### src/rtl/vtesc_pkg.sv
// Shared types, byte codes and helper functions of the VT escape sequence parser.
package vtesc_pkg;

    // Parser states. The encoding is the state code reported with an error.
    typedef enum logic [2:0] {
        PS_GROUND = 3'd0,
        PS_ESC    = 3'd1,
        PS_ENTRY  = 3'd2,
        PS_PARAM  = 3'd3,
        PS_INTER  = 3'd4,
        PS_DLE    = 3'd5,
        PS_TEXT   = 3'd6
    } parse_state_t;

    // Text frame read-out sequencer.
    typedef enum logic [1:0] {
        BURST_IDLE,
        BURST_READ,
        BURST_SEND,
        BURST_END
    } burst_t;

    // Result kinds.
    localparam logic [2:0] KIND_CHAR     = 3'd0;
    localparam logic [2:0] KIND_ARROW    = 3'd1;
    localparam logic [2:0] KIND_CSI      = 3'd2;
    localparam logic [2:0] KIND_ERROR    = 3'd3;
    localparam logic [2:0] KIND_TEXT     = 3'd4;
    localparam logic [2:0] KIND_TEXT_END = 3'd5;

    // Byte codes.
    localparam logic [7:0] CH_ESC      = 8'h1B;
    localparam logic [7:0] CH_CSI      = 8'h9B;
    localparam logic [7:0] CH_DLE      = 8'h10;
    localparam logic [7:0] CH_STX      = 8'h02;
    localparam logic [7:0] CH_ETX      = 8'h03;
    localparam logic [7:0] CH_LBRACKET = 8'h5B;
    localparam logic [7:0] CH_SEMI     = 8'h3B;
    localparam logic [7:0] CH_DIGIT_LO = 8'h30;
    localparam logic [7:0] CH_DIGIT_HI = 8'h39;
    localparam logic [7:0] CH_LEAD_LO  = 8'h3C;
    localparam logic [7:0] CH_LEAD_HI  = 8'h3F;
    localparam logic [7:0] CH_INTER_LO = 8'h20;
    localparam logic [7:0] CH_INTER_HI = 8'h2F;
    localparam logic [7:0] CH_FINAL_LO = 8'h40;
    localparam logic [7:0] CH_FINAL_HI = 8'h7E;
    localparam logic [7:0] CH_DEL      = 8'h7F;
    localparam logic [7:0] CH_ARROW_LO = 8'h41;
    localparam logic [7:0] CH_ARROW_HI = 8'h44;

    // One result item as it sits in the output register.
    typedef struct packed {
        logic [2:0]  kind;
        logic [7:0]  value;
        logic [15:0] param_first;
        logic [15:0] param_second;
        logic [7:0]  param_count;
        logic [3:0]  inter_count;
        logic [5:0]  leader;
        logic [2:0]  state_code;
        logic        overflow;
        logic        last;
    } result_t;

    // Appends one decimal digit to a parameter, saturating at 65535.
    function automatic logic [15:0] acc_digit(input logic [15:0] p, input logic [7:0] c);
        logic [19:0] v;
        v = {1'b0, p, 3'b000} + {3'b000, p, 1'b0} + {16'd0, c[3:0]};
        return (v > 20'h0FFFF) ? 16'hFFFF : v[15:0];
    endfunction

endpackage

### src/rtl/vtesc_ram.sv
// Generic single-port-write, single-port-read RAM with a registered read.
module vtesc_ram #(
    parameter int WIDTH = 8,
    parameter int DEPTH = 32,
    localparam int AW = (DEPTH > 1) ? $clog2(DEPTH) : 1
) (
    input  logic             clk,
    input  logic             we,
    input  logic [AW-1:0]    waddr,
    input  logic [WIDTH-1:0] wdata,
    input  logic             re,
    input  logic [AW-1:0]    raddr,
    output logic [WIDTH-1:0] rdata
);

    logic [WIDTH-1:0] mem [DEPTH];
    logic [WIDTH-1:0] rdata_reg;

    always_ff @(posedge clk)
    begin
        if (we)
        begin
            mem[waddr] <= wdata;
        end
        if (re)
        begin
            rdata_reg <= mem[raddr];
        end
    end

    assign rdata = rdata_reg;

endmodule

### src/rtl/vt_escape_sequence_parser_core.sv
// Top level of the VT escape sequence parser: byte decoder, text buffer and result register.
//
// Usage. Received terminal bytes enter on the input channel (in_valid, in_ready, rx_byte),
// one byte per transfer. Results leave on the output channel (out_valid, out_ready and one
// port per field); last marks the final result caused by an input byte. Plain bytes pass
// through as characters, ESC and 0x9B open escape and CSI parsing, and a CSI final gives an
// arrow result for A to D or a CSI report otherwise. Bad bytes give an error result.
// DLE STX opens a text frame whose bytes are written to the text RAM; DLE ETX reads the
// frame back out as text-byte results followed by one text-end result.
// A byte that causes a single result has it in the output register the cycle after its
// transfer. A new byte is taken in every cycle while the output register is empty or being
// drained and no frame is being read back.
// A DLE ETX reads the frame back byte by byte: each stored byte is a RAM read followed by
// a load of the output register from the read data; in_ready is low for that read-out.
// If the receiver stalls, the result waits in the output register and in_ready drops until
// it is taken. Reset returns the parser to ground with an empty frame; the text RAM is not
// cleared, because only entries below the frame length are ever read back.
module vt_escape_sequence_parser_core #(
    parameter int TEXT_DEPTH = 32
) (
    input  logic        clk,
    input  logic        rst_n,
    input  logic        in_valid,
    output logic        in_ready,
    input  logic [7:0]  rx_byte,
    output logic        out_valid,
    input  logic        out_ready,
    output logic [2:0]  kind,
    output logic [7:0]  value,
    output logic [15:0] param_first,
    output logic [15:0] param_second,
    output logic [7:0]  param_count,
    output logic [3:0]  inter_count,
    output logic [5:0]  leader,
    output logic [2:0]  state_code,
    output logic        overflow,
    output logic        last
);
    import vtesc_pkg::*;

    localparam int AW = (TEXT_DEPTH > 1) ? $clog2(TEXT_DEPTH) : 1;
    localparam int LW = $clog2(TEXT_DEPTH + 1);
    localparam logic [LW-1:0] DEPTH_L = LW'(TEXT_DEPTH);

    // Parser state.
    parse_state_t  pst_reg, pst_next;
    logic          in_text_reg, in_text_next;
    logic [15:0]   p1_reg, p1_next;
    logic [15:0]   p2_reg, p2_next;
    logic [7:0]    pcnt_reg, pcnt_next;
    logic [3:0]    icnt_reg, icnt_next;
    logic [5:0]    lead_reg, lead_next;
    logic [LW-1:0] len_reg, len_next;
    logic          ovf_reg, ovf_next;

    // Read-out sequencer.
    burst_t        burst_reg, burst_next;
    logic [LW-1:0] idx_reg, idx_next;

    // Output register.
    logic          out_valid_reg, out_valid_next;
    result_t       res_reg, res_next;

    // Text RAM.
    logic          ram_we;
    logic          ram_re;
    logic [7:0]    ram_rdata;

    logic          accept;
    logic          slot_free;
    logic          dec_emit;
    logic          burst_start;
    logic          burst_load;
    result_t       dec_res;
    result_t       burst_res;

    logic is_digit, is_lead, is_inter, is_final_wide, is_final, is_arrow;
    logic do_err, do_final, do_char;
    logic [7:0] pcnt_inc;

    assign slot_free = !out_valid_reg || out_ready;
    assign in_ready  = (burst_reg == BURST_IDLE) && slot_free;
    assign accept    = in_valid && in_ready;

    assign is_digit      = (rx_byte >= CH_DIGIT_LO) && (rx_byte <= CH_DIGIT_HI);
    assign is_lead       = (rx_byte >= CH_LEAD_LO) && (rx_byte <= CH_LEAD_HI);
    assign is_inter      = (rx_byte >= CH_INTER_LO) && (rx_byte <= CH_INTER_HI);
    assign is_final_wide = (rx_byte >= CH_FINAL_LO) && (rx_byte <= CH_DEL);
    assign is_final      = (rx_byte >= CH_FINAL_LO) && (rx_byte <= CH_FINAL_HI);
    assign is_arrow      = (rx_byte >= CH_ARROW_LO) && (rx_byte <= CH_ARROW_HI);
    assign pcnt_inc      = (pcnt_reg == 8'hFF) ? pcnt_reg : pcnt_reg + 8'd1;

    // Byte decoder: next parser state and the single result a byte may cause.
    always_comb
    begin
        pst_next     = pst_reg;
        in_text_next = in_text_reg;
        p1_next      = p1_reg;
        p2_next      = p2_reg;
        pcnt_next    = pcnt_reg;
        icnt_next    = icnt_reg;
        lead_next    = lead_reg;
        len_next     = len_reg;
        ovf_next     = ovf_reg;
        do_err       = 1'b0;
        do_final     = 1'b0;
        do_char      = 1'b0;
        burst_start  = 1'b0;
        ram_we       = 1'b0;
        dec_res      = '0;

        unique case (pst_reg)
            PS_ESC:
            begin
                if (rx_byte == CH_LBRACKET)
                begin
                    pst_next  = PS_ENTRY;
                    p1_next   = '0;
                    p2_next   = '0;
                    pcnt_next = '0;
                    icnt_next = '0;
                    lead_next = '0;
                end
                else if (rx_byte >= CH_DIGIT_LO && rx_byte <= CH_DEL)
                begin
                    pst_next = PS_GROUND;
                end
                else
                begin
                    do_err = 1'b1;
                end
            end
            PS_ENTRY:
            begin
                if (is_lead)
                begin
                    lead_next = rx_byte[5:0];
                    pcnt_next = pcnt_inc;
                    pst_next  = PS_PARAM;
                end
                else if (is_digit)
                begin
                    pst_next  = PS_PARAM;
                    pcnt_next = pcnt_inc;
                    if (pcnt_inc == 8'd1)
                    begin
                        p1_next = acc_digit(p1_reg, rx_byte);
                    end
                    else if (pcnt_inc == 8'd2)
                    begin
                        p2_next = acc_digit(p2_reg, rx_byte);
                    end
                end
                else if (is_inter)
                begin
                    pst_next  = PS_INTER;
                    icnt_next = (icnt_reg == 4'hF) ? icnt_reg : icnt_reg + 4'd1;
                end
                else if (is_final_wide)
                begin
                    do_final = 1'b1;
                end
                else
                begin
                    do_err = 1'b1;
                end
            end
            PS_PARAM:
            begin
                if (is_digit)
                begin
                    if (pcnt_reg == 8'd1)
                    begin
                        p1_next = acc_digit(p1_reg, rx_byte);
                    end
                    else if (pcnt_reg == 8'd2)
                    begin
                        p2_next = acc_digit(p2_reg, rx_byte);
                    end
                end
                else if (rx_byte == CH_SEMI)
                begin
                    pcnt_next = pcnt_inc;
                end
                else if (is_inter)
                begin
                    pst_next  = PS_INTER;
                    icnt_next = (icnt_reg == 4'hF) ? icnt_reg : icnt_reg + 4'd1;
                end
                else if (is_final)
                begin
                    do_final = 1'b1;
                end
                else
                begin
                    do_err = 1'b1;
                end
            end
            PS_INTER:
            begin
                if (is_inter)
                begin
                    icnt_next = (icnt_reg == 4'hF) ? icnt_reg : icnt_reg + 4'd1;
                end
                else if (is_final)
                begin
                    do_final = 1'b1;
                end
                else
                begin
                    do_err = 1'b1;
                end
            end
            PS_DLE:
            begin
                if (rx_byte == CH_STX && !in_text_reg)
                begin
                    len_next = '0;
                    ovf_next = 1'b0;
                    pst_next = PS_TEXT;
                end
                else if (rx_byte == CH_ETX && in_text_reg)
                begin
                    pst_next    = PS_GROUND;
                    burst_start = 1'b1;
                end
                else
                begin
                    do_err = 1'b1;
                end
            end
            PS_TEXT:
            begin
                if (rx_byte == CH_DLE)
                begin
                    in_text_next = 1'b1;
                    pst_next     = PS_DLE;
                end
                else if (len_reg < DEPTH_L)
                begin
                    ram_we   = 1'b1;
                    len_next = len_reg + LW'(1);
                end
                else
                begin
                    ovf_next = 1'b1;
                end
            end
            default:
            begin
                // Ground, and the unused state code, which behaves as ground.
                if (rx_byte == CH_ESC)
                begin
                    pst_next = PS_ESC;
                end
                else if (rx_byte == CH_CSI)
                begin
                    pst_next  = PS_ENTRY;
                    p1_next   = '0;
                    p2_next   = '0;
                    pcnt_next = '0;
                    icnt_next = '0;
                    lead_next = '0;
                end
                else if (rx_byte == CH_DLE)
                begin
                    in_text_next = 1'b0;
                    pst_next     = PS_DLE;
                end
                else
                begin
                    do_char = 1'b1;
                end
            end
        endcase

        if (do_err)
        begin
            pst_next           = PS_GROUND;
            dec_res.kind       = KIND_ERROR;
            dec_res.value      = rx_byte;
            dec_res.state_code = pst_reg;
        end
        if (do_final)
        begin
            pst_next = PS_GROUND;
            if (pcnt_reg == 8'd0)
            begin
                pcnt_next = 8'd1;
            end
            if (is_arrow)
            begin
                dec_res.kind  = KIND_ARROW;
                dec_res.value = rx_byte - CH_ARROW_LO;
            end
            else
            begin
                dec_res.kind         = KIND_CSI;
                dec_res.value        = rx_byte;
                dec_res.param_first  = p1_reg;
                dec_res.param_second = p2_reg;
                dec_res.param_count  = (pcnt_reg == 8'd0) ? 8'd1 : pcnt_reg;
                dec_res.inter_count  = icnt_reg;
                dec_res.leader       = lead_reg;
            end
        end
        if (do_char)
        begin
            dec_res.kind  = KIND_CHAR;
            dec_res.value = rx_byte;
        end
        dec_res.last = 1'b1;
        dec_emit     = do_err || do_final || do_char;
    end

    // Read-out sequencer: each stored byte is read, then loaded once the output slot is free.
    always_comb
    begin
        burst_next = burst_reg;
        idx_next   = idx_reg;
        ram_re     = 1'b0;
        burst_load = 1'b0;
        burst_res  = '0;

        unique case (burst_reg)
            BURST_IDLE:
            begin
                if (accept && burst_start)
                begin
                    idx_next   = '0;
                    burst_next = (len_reg == '0) ? BURST_END : BURST_READ;
                end
            end
            BURST_READ:
            begin
                ram_re     = 1'b1;
                burst_next = BURST_SEND;
            end
            BURST_SEND:
            begin
                burst_res.kind  = KIND_TEXT;
                burst_res.value = ram_rdata;
                if (slot_free)
                begin
                    burst_load = 1'b1;
                    idx_next   = idx_reg + LW'(1);
                    burst_next = (idx_reg + LW'(1) == len_reg) ? BURST_END : BURST_READ;
                end
            end
            BURST_END:
            begin
                burst_res.kind     = KIND_TEXT_END;
                burst_res.overflow = ovf_reg;
                burst_res.last     = 1'b1;
                if (slot_free)
                begin
                    burst_load = 1'b1;
                    burst_next = BURST_IDLE;
                end
            end
            default:
            begin
                burst_next = BURST_IDLE;
            end
        endcase
    end

    // Output register.
    always_comb
    begin
        out_valid_next = out_valid_reg;
        res_next       = res_reg;
        if (accept && dec_emit)
        begin
            out_valid_next = 1'b1;
            res_next       = dec_res;
        end
        else if (burst_load)
        begin
            out_valid_next = 1'b1;
            res_next       = burst_res;
        end
        else if (out_ready)
        begin
            out_valid_next = 1'b0;
        end
    end

    always_ff @(posedge clk or negedge rst_n)
    begin
        if (!rst_n)
        begin
            pst_reg       <= PS_GROUND;
            in_text_reg   <= 1'b0;
            p1_reg        <= '0;
            p2_reg        <= '0;
            pcnt_reg      <= '0;
            icnt_reg      <= '0;
            lead_reg      <= '0;
            len_reg       <= '0;
            ovf_reg       <= 1'b0;
            burst_reg     <= BURST_IDLE;
            idx_reg       <= '0;
            out_valid_reg <= 1'b0;
        end
        else
        begin
            if (accept)
            begin
                pst_reg     <= pst_next;
                in_text_reg <= in_text_next;
                p1_reg      <= p1_next;
                p2_reg      <= p2_next;
                pcnt_reg    <= pcnt_next;
                icnt_reg    <= icnt_next;
                lead_reg    <= lead_next;
                len_reg     <= len_next;
                ovf_reg     <= ovf_next;
            end
            burst_reg     <= burst_next;
            idx_reg       <= idx_next;
            out_valid_reg <= out_valid_next;
        end
    end

    always_ff @(posedge clk)
    begin
        res_reg <= res_next;
    end

    vtesc_ram #(
        .WIDTH (8),
        .DEPTH (TEXT_DEPTH)
    ) u_text_ram (
        .clk   (clk),
        .we    (accept && ram_we),
        .waddr (len_reg[AW-1:0]),
        .wdata (rx_byte),
        .re    (ram_re),
        .raddr (idx_reg[AW-1:0]),
        .rdata (ram_rdata)
    );

    assign out_valid    = out_valid_reg;
    assign kind         = res_reg.kind;
    assign value        = res_reg.value;
    assign param_first  = res_reg.param_first;
    assign param_second = res_reg.param_second;
    assign param_count  = res_reg.param_count;
    assign inter_count  = res_reg.inter_count;
    assign leader       = res_reg.leader;
    assign state_code   = res_reg.state_code;
    assign overflow     = res_reg.overflow;
    assign last         = res_reg.last;

`ifndef NO_ASSERTIONS
    // A frame write never happens while the frame is being read back.
    a_no_write_in_burst: assert property (@(posedge clk) disable iff (!rst_n)
        (accept && ram_we) |-> (burst_reg == BURST_IDLE))
        else $error("text RAM written during read-out");

    // The frame length never passes the buffer depth.
    a_len_bound: assert property (@(posedge clk) disable iff (!rst_n)
        len_reg <= DEPTH_L)
        else $error("text length beyond buffer depth");

    // A RAM read is always followed by the cycle that uses its data.
    a_read_then_send: assert property (@(posedge clk) disable iff (!rst_n)
        (burst_reg == BURST_READ) |=> (burst_reg == BURST_SEND))
        else $error("read-out sequencer skipped its data cycle");

    // No byte is taken while a frame is being read back.
    a_no_accept_in_burst: assert property (@(posedge clk) disable iff (!rst_n)
        (burst_reg != BURST_IDLE) |-> !in_ready)
        else $error("input accepted during read-out");
`endif

endmodule

### config.mk
export PLATFORM = sky130hd
export DESIGN_NAME = vt_escape_sequence_parser_core
export DESIGN_NICKNAME = d
export VERILOG_FILES = /design/src/rtl/vtesc_pkg.sv /design/src/rtl/vtesc_ram.sv /design/src/rtl/vt_escape_sequence_parser_core.sv
export SDC_FILE = /design/constraint.sdc
export NUM_CORES = 1
export LEC_CHECK = 0
export ABC_AREA = 1
export BUFFER_PORTS_ARGS = -buffer_cell sky130_fd_sc_hd__buf_2
export CAP_MARGIN = 20
export CELL_PAD_IN_SITES_DETAIL_PLACEMENT = 2
export CELL_PAD_IN_SITES_GLOBAL_PLACEMENT = 2
export CORE_MARGIN = 2
export CORE_UTILIZATION = 44
export CTS_CLUSTER_SIZE = 8
export DETAILED_ROUTE_END_ITERATION = 8
export MAX_ROUTING_LAYER = met4
export PLACE_DENSITY = 0.92
export REMOVE_ABC_BUFFERS = 1
export SLEW_MARGIN = 20
export SYNTH_ARGS = -nofsm -noshare
export SYNTH_HDL_FRONTEND = slang
export SYNTH_SLANG_ARGS = --single-unit
### constraint.sdc
create_clock -name clk -period 8.25 [get_ports clk]
set_input_delay 1.65 -clock clk [delete_from_list [all_inputs] [get_ports clk]]
set_output_delay 1.65 -clock clk [all_outputs]
set_load 0.03 [all_outputs]
### Yosys cells after proc, flatten, opt, wreduce, memory -nomap -nowiden

Memory sizes are Yosys's and may differ from the RTL's. A register that Yosys moved wholly into a read port is not among the register bits.
Cells that the tools add are included.

* memories: 1
* register bits: 136
* bits of input ports: 12
* RAM bits: 256
* output and inout bits: 68

Memory list
* u_text_ram.mem: words 32, width 8, rd ports 1, clocked after Yosys merged registers in 1, write ports 1, RTL line vtesc_ram.sv:16 `logic [WIDTH-1:0] mem [DEPTH];`

* reductions and logical operators: 46
* add/subtract/negate cells: 9
* bitwise logic cells: 4
* $lt $le $gt $ge: 14
* multiplexer cells: 134
* equality and inequality tests: 55

Operators by type and width (number)
* 16-bit two-way mux: 17
* 66-bit two-way mux: 2
* 16-bit case mux with 4 select lines: 2
* 8-bit two-way mux: 12
* 61-bit two-way mux: 1
* 6-bit two-way mux: 9
* 50-bit two-way mux: 1
* 1-bit two-way mux: 45
* 3-bit two-way mux: 15
* 2-bit inequality test, second input constant: 21
* 19-bit by 17-bit adder with 20-bit output: 2
* 20-bit by 4-bit adder with 20-bit output: 2
* 20-bit by 16-bit > comparator with 1-bit output, second input constant: 2
* 4-bit two-way mux: 9
* 8-bit by 2-bit == test with 1-bit output, second input constant: 4
* 8-bit case mux with 4 select lines: 1
* 8-bit by 6-bit >= comparator with 1-bit output, second input constant: 3
* 8-bit by 6-bit <= comparator with 1-bit output, second input constant: 3
* 8-bit by 7-bit <= comparator with 1-bit output, second input constant: 3
* 6-bit case mux with 2 select lines: 2
* 10-bit two-way mux: 2
* 4-bit case mux with 5 select lines: 1
* 3-bit case mux with 6 select lines: 1
* 6-bit case mux with 3 select lines: 1
* other kinds (54): 101

### Depth between registers and ports, before layout

* depth in word-level cells: 11
* mapped depth: 16
* mapped depth without buffers: 15

### By module

From an unflattened synthesis, not the netlist that was laid out.

* cell total of the unflattened synthesis: 2165
* area total of the unflattened synthesis: 20551.0 um^2

By module, submodules not included
* vtesc_ram: cells each 922, area each 10866.7 um^2, sequential area each 7927.6 um^2, times used 1
* vt_escape_sequence_parser_core: cells each 1243, area each 9684.3 um^2, sequential area each 3713.6 um^2, times used 1

### Least setup slack after synthesis

Ideal clock, no wire load.

* kind: input -> register
* start point: input port rx_byte[0]
* end point: register res_reg, in the netlist inter_count[0] (enable)
* arrival: 4.474 ns
* buffers on the path: 1
* setup slack: 3.353 ns
* data required time: 7.827 ns
* setup time: 0.423 ns
* stages: 14
* path through: inv_1 -> ha_1 -> inv_1 -> nand3_1 -> nand3_1 -> nand3_1 -> inv_1 -> nand3_1 -> nand3_2 -> nand2_2 -> nand3_2 -> buf_4 -> nand2_2 -> nand2_1

* cells in the longest elaborated chain, start to end: 11
* elaborated cells on any way between the ends: 54
* those cells by class: order compare (9); eq/ne (7); mux (26); reduce/logical (12)

Ends and longest elaborated chain
* start: declaration: RTL line vt_escape_sequence_parser_core.sv:25 `input logic [7:0] rx_byte,`
* 8-bit by 7-bit >= comparator with 1-bit output, or another cell as far along: RTL line vt_escape_sequence_parser_core.sv:88, vt_escape_sequence_parser_core.sv:89
* 1-bit logical AND (on tied branches): RTL line vt_escape_sequence_parser_core.sv:89, vt_escape_sequence_parser_core.sv:88
* 1-bit two-way mux (on tied branches): RTL line vt_escape_sequence_parser_core.sv:190, vt_escape_sequence_parser_core.sv:205, vt_escape_sequence_parser_core.sv:159
* 1-bit two-way mux (on tied branches): RTL line vt_escape_sequence_parser_core.sv:201, vt_escape_sequence_parser_core.sv:154, vt_escape_sequence_parser_core.sv:185
* 1-bit two-way mux (on tied branches): RTL line vt_escape_sequence_parser_core.sv:181, vt_escape_sequence_parser_core.sv:141
* 1-bit two-way mux (on tied branches): RTL line vt_escape_sequence_parser_core.sv:170, vt_escape_sequence_parser_core.sv:135
* 1-bit case mux with 5 select lines / 1-bit case mux with 3 select lines (equally long branches): RTL line vt_escape_sequence_parser_core.sv:112 `unique case (pst_reg)`
* 1-bit logical OR: RTL line vt_escape_sequence_parser_core.sv:313 `dec_emit = do_err || do_final || do_char;`
* 1-bit logical OR (*): RTL line vt_escape_sequence_parser_core.sv:313
* 1-bit logical AND (*): RTL line vt_escape_sequence_parser_core.sv:373 `if (accept && dec_emit)`
* 2-bit nonzero test (no source line) (*)
* end signal: assignment: RTL line vt_escape_sequence_parser_core.sv:428 `res_reg <= res_next;`
* end: declaration: RTL line vt_escape_sequence_parser_core.sv:62 `result_t res_reg, res_next;`

Mark *: on every way between the ends. The rest lies on a longest branch, timed or not.
A chain may end at the register's enable or synchronous reset.

### Final worst setup path

* start point: input port rx_byte[1]
* end point: register res_reg, in the netlist param_second[13] (enable)

The elaborated chain is that of the path after synthesis.

==> qor.txt <==
Initial DRC count - 1953
Total core area - 44300 um^2
Post-synthesis compound-gate area fraction - 0.105
Largest fanout on the critical path - 49
Crit-path slowest cell - buf_2
Clock transition at path regs - 60 ps
Nets - 2153
Multi-input gate area - 7130 um^2
Cell Area, Synth - 19800 um^2
Die footprint - 46600 um^2
Ys flop type - edfxtp_1
R2R depth - 11
WS Path Type - in -> reg
Leakage Power - 8.94 nW
Reg2Reg Setup Slack - 4010 ps
Fin Setup TNS - 0 ps
Number of global-route vias before repair - 18800
Simple-gate portion of the synthesized area - 0.186
WP data arrival - 5830 ps
CP Launch Type - primary input
Placed inst area - 20700 um^2
Ys async rst share - 0.175
TritonCTS clock tree - done
CP peak stage delay - 730 ps
Global-route usage over all layers - 0.370
Worst hold path class - reg -> reg
VDD IR max - 0.000178 V
Post-Route WL - 83600 um
Max reg flops - 256
Share of cells above drive strength 1 - 0.0927
Fin util - 0.503
Reg with most FFs - u_text_ram.mem
Synth-to-Final Area Change - 12.7%
H-tree depth - 2
Fmax - 0.179 GHz
Initial antenna violation count - 1
Proportion of synthesized area in mux cells - 0
Status - complete, no violations
WL per Instance - 31.1 um
Register area - 11600 um^2
I/O pin count - 80
Most common cell in the netlist - nand2_1
TritonCTS sink count - 400
Vias - 16900
Synth area leaders - edfxtp_1 50%, dfrtp_1 8.9%, nand2_1 6.4%
Clk Latency, worst-skew pair - 630 ps
Worst r2r src - pst_reg[2]
Cell mode on critical path - nand3_1
Worst path cell trace - buf_2 -> inv_1 -> ha_1 -> inv_1 -> nand3_1 -> nand3_1 -> nand3_1 -> inv_1 -> nand3_1 -> nand3_2 -> nand2_2 -> nand3_2 -> nand2_2 -> nand2_2 -> buf_4
Total of max-cap violations - 0
Synth Area in Adders - 0.0534
Port Buffers - 79
EDFF count, synth - 328
Post-CTS Hold Buffers - 0
CP endpoint - param_second[13]
Design Area, Final - 22300 um^2
Worst setup path startpoint - rx_byte[1]
Slew Limit Fails - 0
Reg-to-Reg End - param_second[13]
Final hold vios - 0
First-pass GRT wire length - 125000 um
Setup Buffers After CTS - 0
Largest net degree at the start of global routing - 108
DP HPWL - 49500 um
Num CTS Buffers - 56
Initial core utilization - 0.446
Mapped Cells - 1985
Antenna-violating nets left - 0
Drt pass-1 iters - 5
Total grt overflow - 0
Crit path max-delay family - buffers and inverters
Largest family of logic cells by synthesized area - simple AND/OR/NAND/NOR gates
Die Y - 216 um
Relative slew slack - 0.224
Slew @ Worst Pin - 1160 ps
Yosys top cell by area - edfxtp_1
Root Driver - clkbuf_16
XOR/XNOR share of the synthesized area - 0.0159
Longest Clk Path Bufs - 3
Number of cells upsized or downsized after cts - 0
FP Rows - 77
Setup crit end kind - register
Seq/Total Area, Yosys - 0.589
Warning count from the yosys run - 0
Mean Syn Cell Area - 9.96 um^2
Drt via density - 6.28
GP Congestion - 0.890
Clk_skew - 35.9 ps
Commonest cells in the netlist - 337 x nand2_1, 328 x edfxtp_1, 320 x nor2_1
Chip Width - 216 um
Netlist cell types - 48
DRC violations left - 0
Buf+Inv Stages, Crit Path - 5
PwrDens - 297 nW/um^2
Unrepaired setup endpoints after global routing - false
Req. time, crit path - 8480 ps
Final setup fails - 0
Final period utilization - 0.679
Tmin final - 5600 ps
WP depth - 15
Fillers - 4583
Synth top area share - 0.498
Seq cells post-synth - 400
==> per-stage QoR <==
stage / power [W] / hold WS [ps] / std cells / setup WS, ps
after floorplan: 0.00353 / 453 / 1909 / 3140
after global placement: 0.00409 / 473 / 2592 / 2820
after detailed placement: 0.00427 / 524 / 2592 / 2350
after CTS: 0.00658 / 569 / 2683 / 2840
after global routing: 0.00680 / 601 / 2685 / 2440
final: 0.00662 / 577 / 2685 / 2650
==> layer usage <==
metal / vias up / wire [um] / part of all wire / global-route usage
met2: 831 / 42200 / 0.50 / 0.626
met5: - / 0 / 0 / -
met1: 8708 / 31700 / 0.38 / 0.426
li1: 7061 / - / - / -
met3: 270 / 5360 / 0.064 / 0.0661
met4: 0 / 4350 / 0.052 / 0.180
==> area by class of cell <==
| class | count | area share |
|---|---|---|
| Multi-Input combinational cell | 1332 | 0.320 |
| Clock inverter | 3 | 0.00247 |
| Antenna cell | 1 | 0.000112 |
| Inverter | 177 | 0.0299 |
| Tap cell | 592 | 0.0332 |
| Timing Repair Buffer | 92 | 0.0230 |
| Clock buffer | 88 | 0.0687 |
| Sequential cell | 400 | 0.523 |
==> layout by cell type (no fill, tap or decap), types with 2 or more instances in the layout <==
cell / Yosys / final
nor4_1: 2 / 2
clkinv_2: 0 / 2
ha_1: 78 / 78
a31oi_1: 14 / 14
xor2_1: 23 / 23
inv_2: 8 / 8
dfxtp_1: 2 / 2
nand2_1: 337 / 336
edfxtp_1: 328 / 328
o21ai_1: 4 / 4
nand3_2: 5 / 5
o211ai_1: 5 / 5
nand2_2: 3 / 4
nor2_8: 2 / 2
nand4_1: 24 / 24
nand2_4: 2 / 2
buf_2: 12 / 78
nor2_1: 320 / 319
nor3_2: 3 / 3
nand3b_1: 2 / 2
a21oi_1: 44 / 44
buf_4: 6 / 12
nor2_2: 10 / 11
a32oi_1: 8 / 8
clkbuf_16: 0 / 56
inv_1: 168 / 167
o21bai_1: 6 / 6
a21o_1: 3 / 3
clkbuf_1: 53 / 31
o21ai_0: 182 / 182
o221ai_1: 59 / 59
fa_1: 4 / 4
o22ai_1: 16 / 16
dfrtp_1: 70 / 69
nand3_1: 139 / 139
nor3_1: 14 / 14
xnor2_1: 13 / 13
==> where the power goes <==
group	leakage, nW	switching [W]	total [W]	internal, W
sequential	3.95	0.000167	0.00253	0.00236
clock	0.759	0.000944	0.00220	0.00126
combinational	4.24	0.00145	0.00189	0.000443
==> tightest hold or removal path, cell delays in order, from the launching register on <==
cell,delay (ps)
dfrtp_1,410
nand2_1,70
nand2_1,60
==> how the worst min path moves through the flow <==
stage | cells past startpoint | start | to
CTS | 2 | icnt_reg[3] | icnt_reg[3]
global placement | 2 | icnt_reg[3] | icnt_reg[3]
floorplan | 2 | icnt_reg[3] | icnt_reg[3]
finish | 2 | p2_reg[9] | p2_reg[9]
global route | 2 | u_text_ram.rdata[0] | value[0]
detailed placement | 2 | icnt_reg[3] | icnt_reg[3]
==> cell families after synthesis <==
kind of cell | Yosys count
simple gates | 867
fa+ha+maj | 82
buf+inv | 253
xor+xnor | 36
compound gates | 347
flops | 400
Power figures use the tool's default switching activity.
